**src/rtl/ppp_pkg.sv**
```systemverilog
// ---------------------------------------------------------------------------
// ppp_pkg
// Widths, constants and the divider cell record for the perspective projector.
// ---------------------------------------------------------------------------
package ppp_pkg;

	localparam int COORD_BITS      = 16;
	localparam int MAT_BITS        = 16;
	localparam int MAT_FRAC        = 14;
	localparam int POINT_FRAC      = COORD_BITS - 4;
	localparam int TOTAL_FRAC      = MAT_FRAC + POINT_FRAC;
	localparam int PROD_W          = MAT_BITS + COORD_BITS;
	localparam int ACC_W           = PROD_W + 2;
	localparam int DEN_W           = ACC_W + 1;
	localparam int NUM_W           = ACC_W + 9;
	localparam int MAG_W           = NUM_W - 1;
	localparam int N_W             = MAG_W + 2;
	localparam int QBITS           = 17;
	localparam int DIV_W           = DEN_W + QBITS;
	localparam int OUT_W           = 16;
	localparam int SUM_W           = QBITS + 2;
	localparam int SCR_W           = 13;
	localparam int CFG_W           = 64;
	localparam int CFG_IDX_W       = 3;
	localparam int PROJ_SCALE      = 300;

	localparam logic [CFG_IDX_W-1:0] REG_ROW_X  = 3'd0;
	localparam logic [CFG_IDX_W-1:0] REG_ROW_Y  = 3'd1;
	localparam logic [CFG_IDX_W-1:0] REG_ROW_Z  = 3'd2;
	localparam logic [CFG_IDX_W-1:0] REG_WIDTH  = 3'd3;
	localparam logic [CFG_IDX_W-1:0] REG_HEIGHT = 3'd4;

	localparam logic [CFG_W-1:0] ROW_X_RST = 64'd16384;
	localparam logic [CFG_W-1:0] ROW_Y_RST = 64'd1073741824;
	localparam logic [CFG_W-1:0] ROW_Z_RST = 64'd70368744177664;
	localparam logic [SCR_W-1:0] WIDTH_RST  = 13'd640;
	localparam logic [SCR_W-1:0] HEIGHT_RST = 13'd480;

	localparam logic signed [OUT_W-1:0] OUT_MAX = 16'sh7fff;
	localparam logic signed [OUT_W-1:0] OUT_MIN = -16'sh8000;

	typedef struct packed {
		logic             valid;
		logic [DIV_W-1:0] rem_x;
		logic [DIV_W-1:0] rem_y;
		logic [DIV_W-1:0] dsh;
		logic [QBITS-1:0] q_x;
		logic [QBITS-1:0] q_y;
		logic             neg_x;
		logic             neg_y;
		logic             ovf_x;
		logic             ovf_y;
		logic             behind;
	} ppp_cell_t;

endpackage

```
**src/rtl/ppp_div_cell.sv**
```systemverilog
// ---------------------------------------------------------------------------
// ppp_div_cell
// One restoring-division step for both screen axes, registered.
// ---------------------------------------------------------------------------
module ppp_div_cell import ppp_pkg::*; (
	input  logic      clk,
	input  logic      arst_n,
	input  logic      en,
	input  ppp_cell_t cin,
	output ppp_cell_t cout
);
	logic      ge_x, ge_y;
	ppp_cell_t nxt;

	always_comb begin
		ge_x      = cin.rem_x >= cin.dsh;
		ge_y      = cin.rem_y >= cin.dsh;
		nxt       = cin;
		nxt.rem_x = ge_x ? cin.rem_x - cin.dsh : cin.rem_x;
		nxt.rem_y = ge_y ? cin.rem_y - cin.dsh : cin.rem_y;
		nxt.q_x   = {cin.q_x[QBITS-2:0], ge_x};
		nxt.q_y   = {cin.q_y[QBITS-2:0], ge_y};
		nxt.dsh   = cin.dsh >> 1;
	end

	always_ff @(posedge clk or negedge arst_n) begin
		if (!arst_n) begin
			cout.valid <= 1'b0;
		end else if (en) begin
			cout <= nxt;
		end
	end

endmodule

```
**config.mk**
```make
export PLATFORM = sky130hd
export DESIGN_NAME = ppp_div_cell
export DESIGN_NICKNAME = d
export VERILOG_FILES = /design/src/rtl/ppp_pkg.sv /design/src/rtl/ppp_div_cell.sv
export SDC_FILE = /design/constraint.sdc
export NUM_CORES = 1
export LEC_CHECK = 0
export ABC_AREA = 0
export BUFFER_PORTS_ARGS = -buffer_cell sky130_fd_sc_hd__buf_4
export CAP_MARGIN = 15
export CELL_PAD_IN_SITES_DETAIL_PLACEMENT = 1
export CELL_PAD_IN_SITES_GLOBAL_PLACEMENT = 1
export CORE_UTILIZATION = 44
export CTS_BUF_LIST = sky130_fd_sc_hd__clkbuf_8 sky130_fd_sc_hd__clkbuf_16
export DETAILED_ROUTE_END_ITERATION = 8
export GPL_ROUTABILITY_DRIVEN = 0
export GPL_TIMING_DRIVEN = 1
export PLACE_DENSITY_LB_ADDON = 0.3
export SYNTH_ARGS = -nofsm -noshare
export SYNTH_HDL_FRONTEND = slang
export SYNTH_SLANG_ARGS = --single-unit
```
**constraint.sdc**
```tcl
create_clock -name clk -period 2.3 [get_ports clk]
set_clock_uncertainty 0.05 [all_clocks]
set_input_delay 0 -clock clk [delete_from_list [all_inputs] [get_ports clk]]
set_output_delay 0 -clock clk [all_outputs]
set_load 0.02 [all_outputs]
```
==> results of run 1 <==
-- per-stage QoR --
| stage | util [%] | worst slack, ps | setup TNS (ps) |
|---|---|---|---|
| after global placement | 66.7 | -1300 | -118590 |
| after detailed placement | 66.7 | -1560 | -137260 |
| after floorplan | - | -774 | -65870 |
-- cell families after synthesis --
group | after synthesis | share of synthesized area, %
other | 1 | 0.0283
muxes | 102 | 8.62
DFF | 195 | 44.2
buffers and inverters | 124 | 3.91
adders and majority gates | 106 | 10.1
and+or+nand+nor | 262 | 9.76
AOI/OAI and AO/OA | 350 | 17.4
xor gates and xnor gates | 91 | 6.02
-- cell usage after synthesis (all sizes together) (3+ instances only) --
master | count | area, µm²
o21ai | 56 | 292
o31a | 4 | 35.0
a221oi | 5 | 50.0
ha | 104 | 1300
and2 | 12 | 75.1
xor2 | 33 | 289
nand2b | 13 | 81.3
a31oi | 11 | 68.8
and3 | 11 | 68.8
a21o | 65 | 488
nor2 | 49 | 184
mux2i | 5 | 50.1
and4 | 5 | 43.8
or2 | 3 | 18.8
or3 | 8 | 50.1
a31o | 6 | 52.6
clkbuf | 24 | 90.1
a21boi | 4 | 30.0
nor3 | 16 | 80.1
nor2b | 12 | 75.1
buf | 13 | 101
a311oi | 3 | 26.3
edfxtp | 194 | 5830
o21a | 18 | 135
a211oi | 12 | 90.1
o31ai | 9 | 72.6
xnor2 | 58 | 508
nand2 | 76 | 285
mux2 | 97 | 1090
o211ai | 16 | 120
nor4 | 5 | 31.3
o21bai | 15 | 116
nand4 | 17 | 106
nand3 | 30 | 150
o22ai | 3 | 18.8
inv | 87 | 327
a21oi | 106 | 531
==> flow_summary.json, run 1 <==
{
  "synth_edf_count": 194,
  "ctsResizeCount": 204,
  "ys_seq_elements": 195,
  "numCtsBuffers": 17,
  "clockBufferDepth": 2,
  "dp_hpwl_mm": 47.8,
  "start_util_pct": 44.7,
  "stop_stage": "clock tree synthesis (4_1_cts)",
  "syn_area_per_cell_um2": 10.8,
  "ioPinCount": 395,
  "die_w_um": 176,
  "syn_inst": 1231,
  "status": "did not finish",
  "postCtsSetupRepairBufs": 35,
  "syn_nets": 1536,
  "async_reset_ff_share_pct": 0.513,
  "portBuffers": 391,
  "yosysUniqueCellTypes": 68,
  "htree_levels": 4,
  "num_rows": 63,
  "yosysSeqAreaShare_pct": 44.2,
  "error_line": "[ERROR DPL-0033] detailed placement checks failed during check placement.",
  "dpl_cell_area_mm2": 0.0198,
  "dp.cells": 2355,
  "ys_warn_count": 0,
  "cts_root_buf": "clkbuf_16",
  "netlist_area_mm2": 0.0132,
  "hold_buffers": 196,
  "cts.sinks": 195,
  "synth_flop_cell": "edfxtp_1",
  "fp.dieH_um": 176
}
==> inputs of run 2 (changes only) <==
CELL_PAD_IN_SITES_DETAIL_PLACEMENT = default   (was 1)
CELL_PAD_IN_SITES_GLOBAL_PLACEMENT = default   (was 1)
CORE_UTILIZATION = 37   (was 44)
CTS_BUF_LIST = default   (was sky130_fd_sc_hd__clkbuf_8 sky130_fd_sc_hd__clkbuf_16)
PLACE_DENSITY_LB_ADDON = 0.15   (was 0.3)
==> flow_summary.json, run 2 <==
{
  "status": "finished with violations",
  "violations": "negative setup slack",
  "instances_no_fill": 2685,
  "dr_total_vias": 13557,
  "power.density_mw_per_mm2": 541,
  "synth_flop_cell": "edfxtp_1",
  "area_growth_pct": 78.9,
  "end_kind": "register",
  "max_slew_margin_pct": 65.2,
  "largest_reg_flops": 195,
  "finalHoldViolations": 0,
  "hold_class": "input port to register",
  "place_ws_ps": -1350,
  "cap_violations": 0,
  "worstPathArrival_ps": 3020,
  "reg.largest.list": "cout x195",
  "reg2reg_to": "cout[195]",
  "ys_seq_elements": 195,
  "antenna_found_initial": 2,
  "drt_wl_total_mm": 50.1,
  "dpl_cell_area_mm2": 0.0198,
  "synth_common_cells": "194 x edfxtp_1, 106 x a21oi_1, 104 x ha_1",
  "rsz0062_at_grt": "yes",
  "ant_nets": 0,
  "fin_ws_ps": -555,
  "crit_slowest_cell": "a2111oi_4",
  "coreArea_mm2": 0.0349,
  "ys_warn_count": 0,
  "regMostFlops": "cout",
  "synth_top_family_by_area": "compound AO/OA/AOI/OAI gates",
  "syn_inst": 1231,
  "r2r_cells": 2,
  "synth_edf_count": 194,
  "portBuffers": 391,
  "hold_depth": 4,
  "syn_nets": 1536,
  "max_freq_mhz": 350,
  "grt_max_degree": 69,
  "clockBufferDepth": 2,
  "synth_adder_area_share_pct": 10.1,
  "netlist_area_mm2": 0.0132,
  "slew_viol_final": 0,
  "dp.cells": 2413,
  "dr.pass1.iters": 6,
  "clk_pin_slew_worst_paths_ps": 80,
  "design_area_mm2": 0.0237,
  "final_common_cell": "buf_4",
  "ff2ff_setup_slack_ps": 950,
  "yosysSeqAreaShare_pct": 44.2,
  "grt_pass1_wl_mm": 74.8,
  "cp_top_family": "compound AO/OA/AOI/OAI gates",
  "cts_root_buf": "clkbuf_16",
  "synth_top_cell_by_area": "edfxtp_1",
  "drt_iter0_drc": 862,
  "synth_most_common_cell": "edfxtp_1",
  "grt_overflow_total": 0,
  "drcViolationCount": 0,
  "async_reset_ff_share_pct": 0.513,
  "htree_levels": 4,
  "layout-drive-gt1-share_pct": 47.0,
  "hp-start": "cin[92]",
  "crit_chain": "buf_8 > inv_6 > ha_4 > a211oi_4 > o211ai_1 > o21ai_4 > a21oi_4 > a2111oi_4 > o21bai_2 > a221oi_2 > a21oi_2 > o21ai_4 > buf_6 > buf_8 > buf_16 > mux2_4",
  "ir_drop_uv": 562,
  "p_leak_nw": 10.9,
  "final_cell_mix": "757 x buf_4, 198 x dlygate4sd3_1, 194 x edfxtp_1",
  "nets": 2520,
  "path_max_fanout": 5,
  "synth.area.top_cells": "edfxtp_1 44%, ha_1 9.8%, mux2_2 7.6%",
  "insertion_delay_ps": 460,
  "startpoint_type": "input port",
  "ioPinCount": 395,
  "die_w_um": 191,
  "grt_pass1_vias": 13688,
  "synthMuxAreaShare_pct": 8.62,
  "finalCriticalPeriod_ps": 2860,
  "fp.dieH_um": 191,
  "wl_per_cell_um": 18.7,
  "worstMarginPinSlew_ps": 517,
  "syn_area_per_cell_um2": 10.8,
  "slowest_delay_ps": 400,
  "dieArea_mm2": 0.0366,
  "numCtsBuffers": 17,
  "cp_num_buf_inv": 5,
  "synthXorXnorAreaFrac_pct": 6.02,
  "yosysUniqueCellTypes": 68,
  "crit_required_ps": 2460,
  "gr-usage-all-layers_pct": 27.0,
  "synthSimpleGateAreaFrac_pct": 9.76,
  "holdPathEnd": "cout[92]",
  "cts_tree": "built",
  "setup_violations": 103,
  "num_rows": 68,
  "viasPerCell": 5.05,
  "yosysTopAreaCellShare_pct": 44.0,
  "dp_hpwl_mm": 35.8,
  "synth_compound_area_share_pct": 17.4,
  "crit-reg2reg-launch": "cout[195]",
  "worstSetupPathType": "input port to register",
  "fin_crit_sh_pct": 124,
  "fin_util_pct": 68.0,
  "start_util_pct": 38.0,
  "cts.sinks": 195
}
## run 2: cell counts after synthesis
No cell type changed its count.
## run 2: what timing repair did
action / 4_1_cts / 5_1_grt
resized for setup: 147 / 85
hold endpoints to repair: 200 / 1
pin swaps: 53 / 29
endpoints found under the setup margin: 106 / 106
hold buffers: 197 / 1
setup buffers: 34 / 8
gates cloned: 11 / 0
## run 2: metal layers
metal | track usage, % | wire (µm) | up-vias
met1 | 35.5 | 22300 | 6486
met2 | 44.6 | 23600 | 430
li1 | - | - | 6585
met4 | 8.46 | 1110 | 0
met5 | 0 | 0 | -
met3 | 5.14 | 3090 | 56
## run 2: cells by family after synthesis
logic type / count (synthesis)
adder cells (fa/ha/maj): 106
XOR/XNOR: 91
buffers and inverters: 124
other: 1
multiplexers: 102
AND/OR/NAND/NOR: 262
AO/OA/AOI/OAI: 350
flip-flops: 195
## run 2: where the power goes
group / internal, mW / switching (mW)
registers: 4.31 / 0.103
logic: 2.96 / 2.54
clock network: 1.42 / 1.50
total: 8.69 / 4.14
## run 2: per-stage QoR
stage | total power [mW] | hold slack (ps) | TNS (ps)
floorplan | 6.92 | -346 | -65870
detailed placement | 8.97 | -267 | -124510
CTS | 12.8 | -353 | -43720
finish | 12.8 | 24.9 | -43210
global route | 13.4 | 17.5 | -52050
global placement | 8.92 | -268 | -119950
## run 2: worst max path at each step
| stage | start | end | cells after the start |
|---|---|---|---|
| floorplan | cin[156] | cout[157] | 13 |
| global placement | cin[143] | cout[156] | 15 |
| detailed placement | cin[44] | cout[156] | 15 |
| CTS | cin[44] | cout[187] | 17 |
| global route | cin[44] | cout[154] | 16 |
| finish | cin[44] | cout[152] | 16 |
## run 2: cell type report
| type | instances | area (µm²) |
|---|---|---|
| clock inverter | 14 | 119 |
| fill | 2729 | 11200 |
| tap | 455 | 569 |
| antenna | 2 | 5.00 |
| clock buffer | 18 | 429 |
| sequential | 195 | 5850 |
| multi-input combinational | 912 | 7930 |
| inverter | 87 | 382 |
| timing repair buffer | 1002 | 8420 |
## run 2: tightest hold or removal path, delay by kind of cell
family / cells / cell delay (ps)
buffers and inverters: 3 / 310
muxes: 1 / 60
Power figures use the tool's default switching activity.
==> inputs of run 3 (changes only) <==
clock period = 3.2 ns   (was 2.3 ns; I/O delays follow)
==> flow_summary.json, run 3 (same netlist as run 2, synthesis figures left out) <==
{
  "status": "finished clean",
  "clk_pin_slew_worst_paths_ps": 80,
  "max_slew_margin_pct": 43.9,
  "worstPathArrival_ps": 3250,
  "fillCellCount": 2993,
  "p_leak_nw": 9.37,
  "grt_pass1_vias": 12543,
  "cts.sinks": 195,
  "cts_tree": "built",
  "grt_max_degree": 57,
  "crit-reg2reg-launch": "cout[195]",
  "viasPerCell": 5.10,
  "drt_iter0_drc": 774,
  "power.density_mw_per_mm2": 408,
  "regMostFlops": "cout",
  "ant_nets": 0,
  "path_max_fanout": 23,
  "setup_violations": 0,
  "grt_pass1_wl_mm": 67.0,
  "hold_class": "input port to register",
  "final_cell_mix": "586 x buf_4, 199 x dlygate4sd3_1, 194 x edfxtp_1",
  "instances_no_fill": 2476,
  "reg.largest.list": "cout x195",
  "crit_required_ps": 3360,
  "wl_per_cell_um": 18.1,
  "area_growth_pct": 58.7,
  "fp.dieH_um": 191,
  "cap_violations": 0,
  "worstSetupPathType": "input port to register",
  "clkPwrFrac_pct": 25.8,
  "p_sw_mw": 2.75,
  "layout-drive-gt1-share_pct": 37.9,
  "slew_viol_final": 0,
  "coreArea_mm2": 0.0349,
  "gr-usage-all-layers_pct": 23.9,
  "ff_latch_area_mm2": 0.00585,
  "end_kind": "register",
  "dp.cells": 2239,
  "cts_root_buf": "clkbuf_16",
  "die_w_um": 191,
  "grt_overflow_total": 0,
  "final_common_cell": "buf_4",
  "power_frac_comb_pct": 37.3,
  "holdPathEnd": "cout[144]",
  "place_ws_ps": -561,
  "worstMarginPinSlew_ps": 842,
  "startpoint_type": "input port",
  "tns_ps": 0,
  "pwr-share-seq_pct": 36.9,
  "portBuffers": 391,
  "ff2ff_setup_slack_ps": 1840,
  "htree_levels": 4,
  "dr.pass1.iters": 5,
  "p_total_mw": 8.58,
  "hp-start": "cin[40]",
  "start_util_pct": 38.0,
  "finalCriticalPeriod_ps": 3090,
  "finalHoldViolations": 0,
  "max_freq_mhz": 324,
  "antenna_found_initial": 1,
  "dieArea_mm2": 0.0366,
  "dr_total_vias": 12624,
  "drcViolationCount": 0,
  "ioPinCount": 395,
  "diodes": 0,
  "reg2reg_to": "cout[195]",
  "largest_reg_flops": 195,
  "nets": 2313,
  "ir_drop_uv": 385,
  "p_int_mw": 5.83,
  "fin_crit_sh_pct": 96.5,
  "numCtsBuffers": 17,
  "drt_wl_total_mm": 44.9,
  "hold_depth": 3,
  "switching_share_pct": 32.1,
  "r2r_cells": 2,
  "num_rows": 68,
  "insertion_delay_ps": 460,
  "clockBufferDepth": 2,
  "fin_ws_ps": 114,
  "multiInputGateArea_mm2": 0.00707,
  "dp_hpwl_mm": 34.8
}
-- run 3: through the flow --
step	cell area (µm²)	hold slack [ps]	utilization, %
after CTS	20800	1.92	59.5
after global routing	21000	31.5	60.3
after global placement	18200	-270	52.1
after detailed placement	18200	-269	52.1
final	21000	24.1	60.3
after floorplan	13300	-346	-
-- run 3: power groups by stage --
stage	sequential, mW	clock [mW]	combinational, mW
2_1_floorplan	3.50	0	1.39
3_3_place_gp	3.22	0	2.86
3_5_place_dp	3.22	0	2.89
4_1_cts	3.17	2.29	3.12
5_1_grt	3.19	2.36	3.45
6_report	3.17	2.21	3.20
-- run 3: worst max path at each step --
stage                        from         to  slack [ps]  depth (start not counted)
final                     cin[74]  cout[193]         110                         14
after global placement    cin[44]  cout[158]        -500                         14
after global routing      cin[44]  cout[184]         -30                         16
after detailed placement  cin[44]  cout[153]        -560                         14
after floorplan           cin[54]  cout[187]           4                         14
after CTS                 cin[67]  cout[186]          10                         16
-- run 3: final cells by class --
class	count	area share (%)
well taps	455	2.71
inverters	87	1.57
clock inverters	15	0.809
repair buffers	795	31.4
flip-flops and latches	195	27.8
clock buffers	17	2.02
multi-input cells	912	33.6
-- run 3: metal layers --
layer  GRT usage, %  up-vias  share of wire (%)
met5              0        -                  0
met4           7.60        0                2.0
met3           4.06       56                5.9
met2           39.3      432                 47
met1           32.0     5967                 45
li1               -     6169                  -
-- run 3: timing repair --
action                     in CTS  in global routing
hold endpoints to repair      194                  0
pin swaps                       0                 10
hold buffers                  199                  0
gates cloned                    0                  2
resized for setup               1                 40
setup buffers                   0                  4
setup endpoints to repair      48                 98
-- run 3: critical path, cell delays in order --
cell and delay, ps:
dlygate4sd3_1 540, buf_4 140, inv_1 100, ha_1 250, buf_4 170, a21oi_1 200, o21ai_1 130, a221o_1 380
a221oi_4 350, a21oi_4 100, o21ai_4 170, buf_12 150, buf_16 200, mux2_2 360
